`src/rtl/csq_pkg.sv`:
```
// Shared constants and types for the cursor sequence table.
package csq_pkg;

  localparam int DEPTH   = 32;
  localparam int ENTRY_W = 64;
  localparam int ADDR_W  = $clog2(DEPTH);
  localparam int CNT_W   = $clog2(DEPTH + 1);
  localparam int FUNC_W  = 4;
  localparam int STAT_W  = 2;

  typedef enum logic [FUNC_W-1:0] {
    FN_START       = 4'd0,
    FN_ADVANCE     = 4'd1,
    FN_INSERT      = 4'd2,
    FN_ATTACH      = 4'd3,
    FN_REMOVE      = 4'd4,
    FN_ADD_FRONT   = 4'd5,
    FN_REMOVE_FRNT = 4'd6,
    FN_ADD_END     = 4'd7,
    FN_LAST_TO_CUR = 4'd8,
    FN_READ        = 4'd9
  } func_t;

  typedef enum logic [STAT_W-1:0] {
    STAT_OK    = 2'd0,
    STAT_FULL  = 2'd1,
    STAT_EMPTY = 2'd2
  } stat_t;

  typedef enum logic [2:0] {
    ST_IDLE,
    ST_MOVE,
    ST_PUT,
    ST_FETCH,
    ST_LOAD
  } st_t;

endpackage

```
`src/rtl/cursor_sequence_table_top.sv`:
```
// Cursor sequence table: bounded ordered list of entries with a cursor.
//
//  channel | handshake          | payload
//  --------+--------------------+---------------------------------------------
//  in      | in_valid/in_ready  | func, value
//  out     | out_valid/out_ready| current_value, item_count, has_item, status
//
// Sequence: an accepted command passes through move, put (adds only: the new
//   entry is written), fetch and load. In move, n > 0 entries shift (up to
//   DEPTH-1, one per cycle through the single RAM write port, then the last
//   write and an exit step). in_ready returns at the result edge, as the
//   result enters the output register.
// Reset: count and cursor clear; entry RAM contents are not cleared (only
//   positions below count are ever used), so no clearing pass is needed.
// Stalls: a new word is taken while a result waits in the output register;
//   the next result waits in the RAM read register until the output frees.
module cursor_sequence_table_top (
  input  logic                        clk,
  input  logic                        rst,
  input  logic                        in_valid,
  output logic                        in_ready,
  input  logic [csq_pkg::FUNC_W-1:0]  func,
  input  logic [csq_pkg::ENTRY_W-1:0] value,
  output logic                        out_valid,
  input  logic                        out_ready,
  output logic [csq_pkg::ENTRY_W-1:0] current_value,
  output logic [csq_pkg::CNT_W-1:0]   item_count,
  output logic                        has_item,
  output logic [csq_pkg::STAT_W-1:0]  status
);

  localparam int AW = csq_pkg::ADDR_W;
  localparam int CW = csq_pkg::CNT_W;
  localparam int EW = csq_pkg::ENTRY_W;

  csq_pkg::st_t state, state_next;

  // list state
  logic [CW-1:0] count, cursor;
  logic          ignored;

  // shift engine: n entries copied src -> dst, stepping down when dec is set
  logic [CW-1:0] mv_n, mv_src, mv_dst, pdst;
  logic          mv_dec, pend;
  logic          put_en;
  logic [CW-1:0] put_pos;
  logic [EW-1:0] put_val;

  // decode of an accepted command
  logic [CW-1:0] d_cursor, d_count, d_n, d_src, d_dst, d_pos;
  logic          d_ignored, d_dec, d_put;
  logic          full, item, ins, ins_ok;
  logic [CW-1:0] ins_pos;

  // RAM port
  logic          ram_we, ram_re;
  logic [AW-1:0] ram_waddr, ram_raddr;
  logic [EW-1:0] ram_wdata, ram_rdata;

  logic accept, out_free, has_now;

  assign accept   = in_valid & in_ready;
  assign in_ready = (state == csq_pkg::ST_IDLE);
  assign out_free = ~out_valid | out_ready;
  assign has_now  = (cursor < count);

  // Command decode from the current count and cursor.
  always_comb begin
    full      = (count == CW'(csq_pkg::DEPTH));
    item      = (cursor < count);
    d_cursor  = cursor;
    d_count   = count;
    d_ignored = 1'b0;
    d_n       = '0;
    d_src     = '0;
    d_dst     = '0;
    d_dec     = 1'b0;
    d_put     = 1'b0;
    d_pos     = '0;
    ins       = 1'b0;
    ins_pos   = count;

    case (func)
      csq_pkg::FN_START: begin
        d_cursor = '0;
      end
      csq_pkg::FN_ADVANCE: begin
        if (item) begin
          d_cursor = cursor + 1'b1;
        end
      end
      csq_pkg::FN_INSERT: begin
        ins     = 1'b1;
        ins_pos = item ? cursor : count;
      end
      csq_pkg::FN_ATTACH: begin
        ins     = 1'b1;
        ins_pos = item ? CW'(cursor + 1'b1) : count;
      end
      csq_pkg::FN_REMOVE: begin
        if (item) begin
          d_n     = count - cursor - 1'b1;
          d_src   = cursor + 1'b1;
          d_dst   = cursor;
          d_count = count - 1'b1;
        end
      end
      csq_pkg::FN_ADD_FRONT: begin
        ins     = 1'b1;
        ins_pos = '0;
      end
      csq_pkg::FN_REMOVE_FRNT: begin
        d_cursor = '0;
        if (count != '0) begin
          d_n     = count - 1'b1;
          d_src   = CW'(1);
          d_dst   = '0;
          d_count = count - 1'b1;
        end
      end
      csq_pkg::FN_ADD_END: begin
        ins     = 1'b1;
        ins_pos = count;
      end
      csq_pkg::FN_LAST_TO_CUR: begin
        if (item) begin
          d_n     = CW'(1);
          d_src   = count - 1'b1;
          d_dst   = cursor;
          d_count = count - 1'b1;
        end
      end
      default: begin
      end
    endcase

    // every add is an insert at some position: open a gap, then put value
    ins_ok = ins & ~full;
    if (ins & full) begin
      d_ignored = 1'b1;
    end
    if (ins_ok) begin
      d_cursor = ins_pos;
      d_count  = count + 1'b1;
      d_n      = count - ins_pos;
      d_src    = count - 1'b1;
      d_dst    = count;
      d_dec    = 1'b1;
      d_put    = 1'b1;
      d_pos    = ins_pos;
    end
  end

  // Sequencer: next state and RAM control.
  always_comb begin
    state_next = state;
    ram_re     = 1'b0;
    ram_raddr  = mv_src[AW-1:0];
    ram_we     = 1'b0;
    ram_waddr  = pdst[AW-1:0];
    ram_wdata  = ram_rdata;

    case (state)
      csq_pkg::ST_IDLE: begin
        if (accept) begin
          state_next = csq_pkg::ST_MOVE;
        end
      end
      csq_pkg::ST_MOVE: begin
        ram_re = (mv_n != '0);
        ram_we = pend;
        if (mv_n == '0 && !pend) begin
          state_next = put_en ? csq_pkg::ST_PUT : csq_pkg::ST_FETCH;
        end
      end
      csq_pkg::ST_PUT: begin
        ram_we     = 1'b1;
        ram_waddr  = put_pos[AW-1:0];
        ram_wdata  = put_val;
        state_next = csq_pkg::ST_FETCH;
      end
      csq_pkg::ST_FETCH: begin
        ram_re     = 1'b1;
        ram_raddr  = cursor[AW-1:0];
        state_next = csq_pkg::ST_LOAD;
      end
      csq_pkg::ST_LOAD: begin
        if (out_free) begin
          state_next = csq_pkg::ST_IDLE;
        end
      end
      default: begin
        state_next = csq_pkg::ST_IDLE;
      end
    endcase
  end

  always_ff @(posedge clk) begin
    if (rst) begin
      state <= csq_pkg::ST_IDLE;
    end else begin
      state <= state_next;
    end
  end

  // control registers
  always_ff @(posedge clk) begin
    if (rst) begin
      count     <= '0;
      cursor    <= '0;
      pend      <= 1'b0;
      mv_n      <= '0;
      out_valid <= 1'b0;
    end else begin
      if (accept) begin
        count  <= d_count;
        cursor <= d_cursor;
        mv_n   <= d_n;
        pend   <= 1'b0;
      end else if (state == csq_pkg::ST_MOVE) begin
        if (mv_n != '0) begin
          mv_n <= mv_n - 1'b1;
          pend <= 1'b1;
        end else begin
          pend <= 1'b0;
        end
      end
      if (state == csq_pkg::ST_LOAD && out_free) begin
        out_valid <= 1'b1;
      end else if (out_ready) begin
        out_valid <= 1'b0;
      end
    end
  end

  // datapath registers
  always_ff @(posedge clk) begin
    if (accept) begin
      mv_src  <= d_src;
      mv_dst  <= d_dst;
      mv_dec  <= d_dec;
      put_en  <= d_put;
      put_pos <= d_pos;
      put_val <= value;
      ignored <= d_ignored;
    end else if (state == csq_pkg::ST_MOVE && mv_n != '0) begin
      pdst   <= mv_dst;
      mv_src <= mv_dec ? CW'(mv_src - 1'b1) : CW'(mv_src + 1'b1);
      mv_dst <= mv_dec ? CW'(mv_dst - 1'b1) : CW'(mv_dst + 1'b1);
    end
    if (state == csq_pkg::ST_LOAD && out_free) begin
      current_value <= has_now ? ram_rdata : '0;
      item_count    <= count;
      has_item      <= has_now;
      if (ignored) begin
        status <= csq_pkg::STAT_FULL;
      end else if (has_now) begin
        status <= csq_pkg::STAT_OK;
      end else begin
        status <= csq_pkg::STAT_EMPTY;
      end
    end
  end

  csq_ram #(
    .WIDTH (EW),
    .DEPTH (csq_pkg::DEPTH)
  ) u_entries (
    .clk   (clk),
    .we    (ram_we),
    .waddr (ram_waddr),
    .wdata (ram_wdata),
    .re    (ram_re),
    .raddr (ram_raddr),
    .rdata (ram_rdata)
  );

  a_cursor_bound: assert property (@(posedge clk) disable iff (rst)
    cursor <= count)
    else $error("cursor beyond count");

  a_count_bound: assert property (@(posedge clk) disable iff (rst)
    count <= CW'(csq_pkg::DEPTH))
    else $error("count beyond depth");

  a_no_rw_clash: assert property (@(posedge clk) disable iff (rst)
    (ram_we && ram_re) |-> (ram_waddr != ram_raddr))
    else $error("RAM read and write hit the same entry");

  a_full_status: assert property (@(posedge clk) disable iff (rst)
    (out_valid && status == csq_pkg::STAT_FULL) |-> (item_count == CW'(csq_pkg::DEPTH)))
    else $error("full status with room left");

  a_empty_zero: assert property (@(posedge clk) disable iff (rst)
    (out_valid && !has_item) |-> (current_value == '0))
    else $error("value shown with no current entry");

endmodule

```
`src/rtl/csq_ram.sv`:
```
// Generic single-write, single-read RAM with registered read data.
module csq_ram #(
  parameter int WIDTH = 64,
  parameter int DEPTH = 32
) (
  input  logic                     clk,
  input  logic                     we,
  input  logic [$clog2(DEPTH)-1:0] waddr,
  input  logic [WIDTH-1:0]         wdata,
  input  logic                     re,
  input  logic [$clog2(DEPTH)-1:0] raddr,
  output logic [WIDTH-1:0]         rdata
);

  logic [WIDTH-1:0] mem [DEPTH];

  always_ff @(posedge clk) begin
    if (we) begin
      mem[waddr] <= wdata;
    end
    if (re) begin
      rdata <= mem[raddr];
    end
  end

endmodule

```
`config.mk`:
```
export PLATFORM = sky130hd
export DESIGN_NAME = cursor_sequence_table_top
export DESIGN_NICKNAME = d
export VERILOG_FILES = /design/src/rtl/csq_pkg.sv /design/src/rtl/cursor_sequence_table_top.sv /design/src/rtl/csq_ram.sv
export SDC_FILE = /design/constraint.sdc
export NUM_CORES = 2
export LEC_CHECK = 0
export BUFFER_PORTS_ARGS = -buffer_cell sky130_fd_sc_hd__buf_2
export CORE_UTILIZATION = 40
export CTS_CLUSTER_DIAMETER = 40
export DETAILED_ROUTE_END_ITERATION = 16
export PLACE_DENSITY_LB_ADDON = 0.1
export SETUP_SLACK_MARGIN = 0.4
export SLEW_MARGIN = 0
export SYNTH_ARGS = -nofsm -noshare
export SYNTH_HDL_FRONTEND = slang
export SYNTH_HIERARCHICAL = 1
export SYNTH_SLANG_ARGS = --single-unit
```
`constraint.sdc`:
```
create_clock -name clk -period 12.45 [get_ports clk]
set_input_delay 3.1125 -clock clk [delete_from_list [all_inputs] [get_ports clk]]
set_output_delay 3.1125 -clock clk [all_outputs]
set_load 0.03 [all_outputs]
```
---- Word level (Yosys, flattened, before mapping) ----
Memory sizes are Yosys's and may differ from the RTL's. A register that Yosys moved wholly into a read port is not among the register bits.
Index checks and enable logic that the tools add are counted.
word-level totals
  bits in registers ....................... 184
  latch bits .............................. 0
  RAM bits ................................ 2048
  ROM bits ................................ 0
  input bits .............................. 72
  memories kept ........................... 1
cells by class
  $add $sub $neg .......................... 11
  $mul .................................... 0
  divide/modulo/power cells ............... 0
  order comparisons ....................... 1
  eq/ne operators ......................... 19
  shift-type cells ........................ 0
  mux-type cells .......................... 51
  bitwise logic cells ..................... 7
  reduce and logical (&&, ||, !) cells .... 24
memories
  name           depth  bits a word  read ports  clocked after memory_dff  wr ports  line           source
  u_entries.mem  32     64           1           1                         1         csq_ram.sv:15  logic [WIDTH-1:0] mem [DEPTH];
operators with widths
  cell                                                                   number
  6-bit two-way mux                                                      25
  64-bit two-way mux                                                     1
  6-bit one-hot mux with 3 select lines                                  3
  6-bit by 1-bit subtractor with 6-bit output, second input constant     5
  6-bit by 1-bit adder with 6-bit output, second input constant          4
  6-bit one-hot mux with 2 select lines                                  2
  4-bit by 3-bit equality test with 1-bit output, second input constant  4
  3-bit one-hot mux with 5 select lines                                  1
  6-bit nonzero test                                                     2
  6-bit subtractor                                                       2
  1-bit two-way mux                                                      11
  5-bit two-way mux                                                      2
  3-bit two-way mux                                                      3
  4-bit by 2-bit equality test with 1-bit output, second input constant  2
  2-bit nonzero test                                                     4
  3-bit by 2-bit equality test with 1-bit output, second input constant  2
  6-bit equality test, second input constant                             1
  6-bit logical NOT                                                      1
  6-bit < comparator                                                     1
  3-bit inequality test, second input constant                           2
  3-bit AND reduction                                                    2
  3-bit nonzero test                                                     2
  2-bit OR reduction                                                     3
  4-bit by 1-bit equality test with 1-bit output, second input constant  1
  other kinds (18)                                                       27

---- Longest topological paths before layout ----
  word-level depth ........................ 6
  mapped depth ............................ 19

---- Hierarchy ----
The synthesis kept the hierarchy.
modules (own cells, without submodules)
  module                     times used  cells each  area each (µm²)  sequential area each (µm²)
  csq_ram                    1           3097        79618.9          63420.8
  cursor_sequence_table_top  1           698         8869.8           5235.0

---- Worst setup path before layout ----
OpenSTA, ideal clock, no wires.
  path type ............................... input-to-reg
  start point ............................. in out_ready
  end point ............................... reg current_value[0] in the netlist's numbering (enable)
  library setup time ...................... 0.505 ns
  arrival ................................. 6.229 ns
  required time ........................... 11.945 ns
  path slack .............................. 5.716 ns
  stages on the path ...................... 2
  cells stage by stage .................... nor2b_1 -> nor2_1
between the ends
  cells in the longest elaborated chain, start to end .. 2
ends and longest elaborated chain
  element                 line                              source
  start: declaration      cursor_sequence_table_top.sv:25   input logic out_ready,
  1-bit OR                cursor_sequence_table_top.sv:64   assign out_free = ~out_valid | out_ready;
  1-bit logical AND       cursor_sequence_table_top.sv:251  if (state == csq_pkg::ST_LOAD && out_free) begin
  end signal: assignment  cursor_sequence_table_top.sv:252  current_value <= has_now ? ram_rdata : '0;
  end: declaration        cursor_sequence_table_top.sv:26   output logic [csq_pkg::ENTRY_W-1:0] current_value,
Every way passes these cells.
A chain may end at the register's enable or synchronous reset.

---- Worst setup path in the final report ----
  start point ............................. reg state[1]
  end point ............................... mem u_entries.mem[22][60] (enable)
RTL lines
  element                                         line                              source
  start: declaration                              cursor_sequence_table_top.sv:36   csq_pkg::st_t state, state_next;
  start signal: assignment                        cursor_sequence_table_top.sv:200  state <= csq_pkg::ST_IDLE;
  start signal: assignment                        cursor_sequence_table_top.sv:202  state <= state_next;
  3-bit by 2-bit equality test with 1-bit output  cursor_sequence_table_top.sv:163  case (state)
  5-bit two-way mux                               cursor_sequence_table_top.sv:163
  named net ram_waddr[0]                          cursor_sequence_table_top.sv:57   logic [AW-1:0] ram_waddr, ram_raddr;
  end: declaration                                csq_ram.sv:15
The timed path passes the listed nets, and every way through them passes these cells.

==> results.sh <==
export IMPL_outcome="completed"
export IMPL_path_class="flip-flop to flip-flop"
export IMPL_slew_headroom_pct=18.1
export IMPL_syn_num_nets=3897
export IMPL_finalNetCount=4324
export IMPL_drtIter0Drc=4110
export IMPL_dieArea_mm2=0.223
export IMPL_p_leak_nw=33.6
export IMPL_grt_use_total_pct=22.1
export IMPL_cts_resized=0
export IMPL_synth_compound_area_share_pct=1.44
export IMPL_cts_buffers=369
export IMPL_combPwrFrac_pct=23.3
export IMPL_ys_types=66
export IMPL_yosysTopAreaCellShare_pct=77.1
export IMPL_cts_hold_buf=0
export IMPL_cp_data_arrival_time_ns=6.07
export IMPL_min_path_type="flip-flop to flip-flop"
export IMPL_synthSimpleGateAreaFrac_pct=1.45
export IMPL_place_inst=6809
export IMPL_synthAdderAreaFrac_pct=0.458
export IMPL_min_period_ns=5.52
export IMPL_drv_slew=0
export IMPL_ant_nets=0
export IMPL_clockBufferDepth=4
export IMPL_rsz0062_at_grt="false"
export IMPL_vias=42400
export IMPL_max_stage_delay_ns=1.19
export IMPL_final_cells=7474
export IMPL_clk_latency_ns=0.96
export IMPL_post_cts_buffers=0
export IMPL_setup_tns_ns=0
export IMPL_cp_depth=7
export IMPL_cts_root_buf="clkbuf_16"
export IMPL_synth_cells=3795
export IMPL_io_buffers=146
export IMPL_synth_top_family_by_area="multiplexers"
export IMPL_wire_per_inst_um=32.7
export IMPL_first_global_vias=43900
export IMPL_fp_dieW_um=472
export IMPL_cp_top_family="simple AND/OR/NAND/NOR gates"
export IMPL_p_int_mw=19.2
export IMPL_yosys_mux_area_fraction_pct=17.6
export IMPL_detail_route_vias_per_cell=5.68
export IMPL_yosysTopAreaCell="edfxtp_1"
export IMPL_worst_path_buf_inv=3
export IMPL_fin_total_pwr_mw=26.8
export IMPL_grt_start_max_net_pins=113
export IMPL_ys_warn_count=6
export IMPL_ys_async_sr_fraction_pct=0
export IMPL_core_mm2=0.220
export IMPL_syn_to_final_growth_pct=19.6
export IMPL_synth_xor_area_share_pct=0.277
export IMPL_ir_drop_uv=216
export IMPL_routabilityCongestion=0.777
export IMPL_initial_core_util_pct=40.3
export IMPL_switching_share_pct=28.2
export IMPL_cts_tree="done"
export IMPL_layout_commonest_cell="edfxtp_1"
export IMPL_rows=172
export IMPL_synth_avg_cell_area_um2=23.3
export IMPL_p_seq_share_pct=38.0
export IMPL_grt_pass1_wl_um=344000
export IMPL_gr_total_overflow=0
export IMPL_r2r_worst_path_cells=7
export IMPL_cap_violations=0
export IMPL_whs_ns=0.472
export IMPL_clock_sinks=2294
export IMPL_syn_cell_area_mm2=0.0885
export IMPL_crit_slowest_cell="nor2_4"
export IMPL_htree_num_levels=5
export IMPL_synth_edff_count=2271
export IMPL_path_max_fanout=36
export IMPL_clk_pin_slew_ns=0.06
export IMPL_finalSetupViolCount=0
export IMPL_drc=0
export IMPL_drive_above_1_share_pct=36.7
export IMPL_ys_seq_area_share_pct=77.6
export IMPL_finalClockSkew_ns=0.0672
export IMPL_power_switching_mw=7.54
export IMPL_finalHoldViolCount=0
export IMPL_whs_path_depth=0
export IMPL_ys_ff_latch=2294
export IMPL_worst_slew_pin_slew_ns=1.23
export IMPL_cp_required_ns=12.99
export IMPL_final_cell_mix="edfxtp_1 (2271), mux4_2 (602), clkbuf_16 (379)"
export IMPL_path_cells="nor3b_2 > buf_4 > mux2_2 > nand3b_1 > nor2_4 > buf_4 > buf_4"
export IMPL_fmax_ghz=0.181
export IMPL_start_kind="flip-flop"
export IMPL_clockPowerShare_pct=38.7
export IMPL_fill_cells=17800
export IMPL_cp_common_cell="buf_4"
export IMPL_finalCritPeriodShare_pct=44.4
export IMPL_wl_um=244000
export IMPL_grt_antenna_before_repair=9
export IMPL_netlist_top_cells_area="edfxtp_1 (77%), mux4_2 (15%), mux2_2 (1.8%)"
export IMPL_synthFlopType="edfxtp_1"
export IMPL_cp_end_kind="flip-flop"
export IMPL_first_pass_iters=7
export IMPL_chipHeight_um=472
export IMPL_powerDensity_mw_per_mm2=253
export IMPL_boundaryPins=147
export IMPL_hpwl_um=120000
==> cell usage after synthesis (all sizes together), types with 8 or more instances <==
library cell  number
edfxtp          2271
mux4             602
mux2             143
buf              106
clkbuf            89
and2              72
nor2              67
a21oi             47
mux2i             41
o21ai             35
nand2             31
inv               29
ha                26
dfxtp             23
a221oi            21
o22ai             16
xnor2             16
nand3             12
xor2              12
nor2b             10
nor3              10
a211oi             9
nand3b             9
nand2b             8
==> path summary, 6_finish.rpt <==
| path | to | slack (ns) | startpoint |
|---|---|---|---|
| setup / recovery | u_entries/mem[22][60] | 6.93 | state[1] |
| hold / removal | pdst[2] | 0.47 | mv_dst[2] |
| setup reg to reg | u_entries/mem[22][60] | 6.93 | state[1] |
| hold reg to reg | pdst[2] | 0.47 | mv_dst[2] |
==> kinds of logic (layout without fill, tap and decap cells) <==
logic type | after synthesis | count (layout)
multiplexers | 786 | 786
AO/OA/AOI/OAI | 188 | 188
flip-flops | 2294 | 2294
buffers and inverters | 226 | 941
AND/OR/NAND/NOR | 243 | 243
XOR/XNOR | 28 | 28
adder cells (fa/ha/maj) | 30 | 30
other | 0 | 6
==> cell type report <==
class	count	area (um^2)	area share, %
Inverter	31	124	0.117
Multi-Input combinational cell	1275	19100	18.1
Timing Repair Buffer	251	1610	1.52
Antenna cell	6	15.0	0.0142
Sequential cell	2294	68700	64.9
Clock inverter	248	2980	2.81
Clock buffer	411	9610	9.09
Tap cell	2958	3700	3.50
==> layer usage <==
metal  wire (um)  vias to the layer above  global-route usage, %
met1      110000                    23500                   32.4
met4        4810                        2                   5.34
met5          13                        -                      0
met3       13200                      376                   3.42
met2      116000                     1409                   34.7
li1            -                    17100                      -
==> state kept, by name, summed over array words and instances, names as in the netlist, 2 cells and up <==
register,count
current_value,64
state,3
mv_src,5
mv_dst,5
u_entries/mem,2048
status,2
item_count,6
pdst,5
mv_n,6
put_val,64
cursor,6
u_entries/rdata,64
put_pos,5
count,6
==> power by group through the flow <==
stage          combinational [mW]  clock (mW)  sequential (mW)
6_report                     6.23        10.4             10.2
5_1_grt                      6.74        10.9             10.2
4_1_cts                      6.37        10.5             10.2
3_5_place_dp                 6.35           0             10.3
3_3_place_gp                 6.32           0             10.3
2_1_floorplan                4.49           0             10.2
==> stage by stage <==
step | instance area [um^2] | util [%] | setup WS (ns)
global placement | 93200 | 42.4 | 6.25
finish | 106000 | 48.2 | 6.93
global route | 106000 | 48.2 | 6.69
CTS | 106000 | 48.1 | 6.84
floorplan | 88500 | - | 5.72
detailed placement | 93200 | 42.4 | 6.33
(Power assumes the default switching activity.)
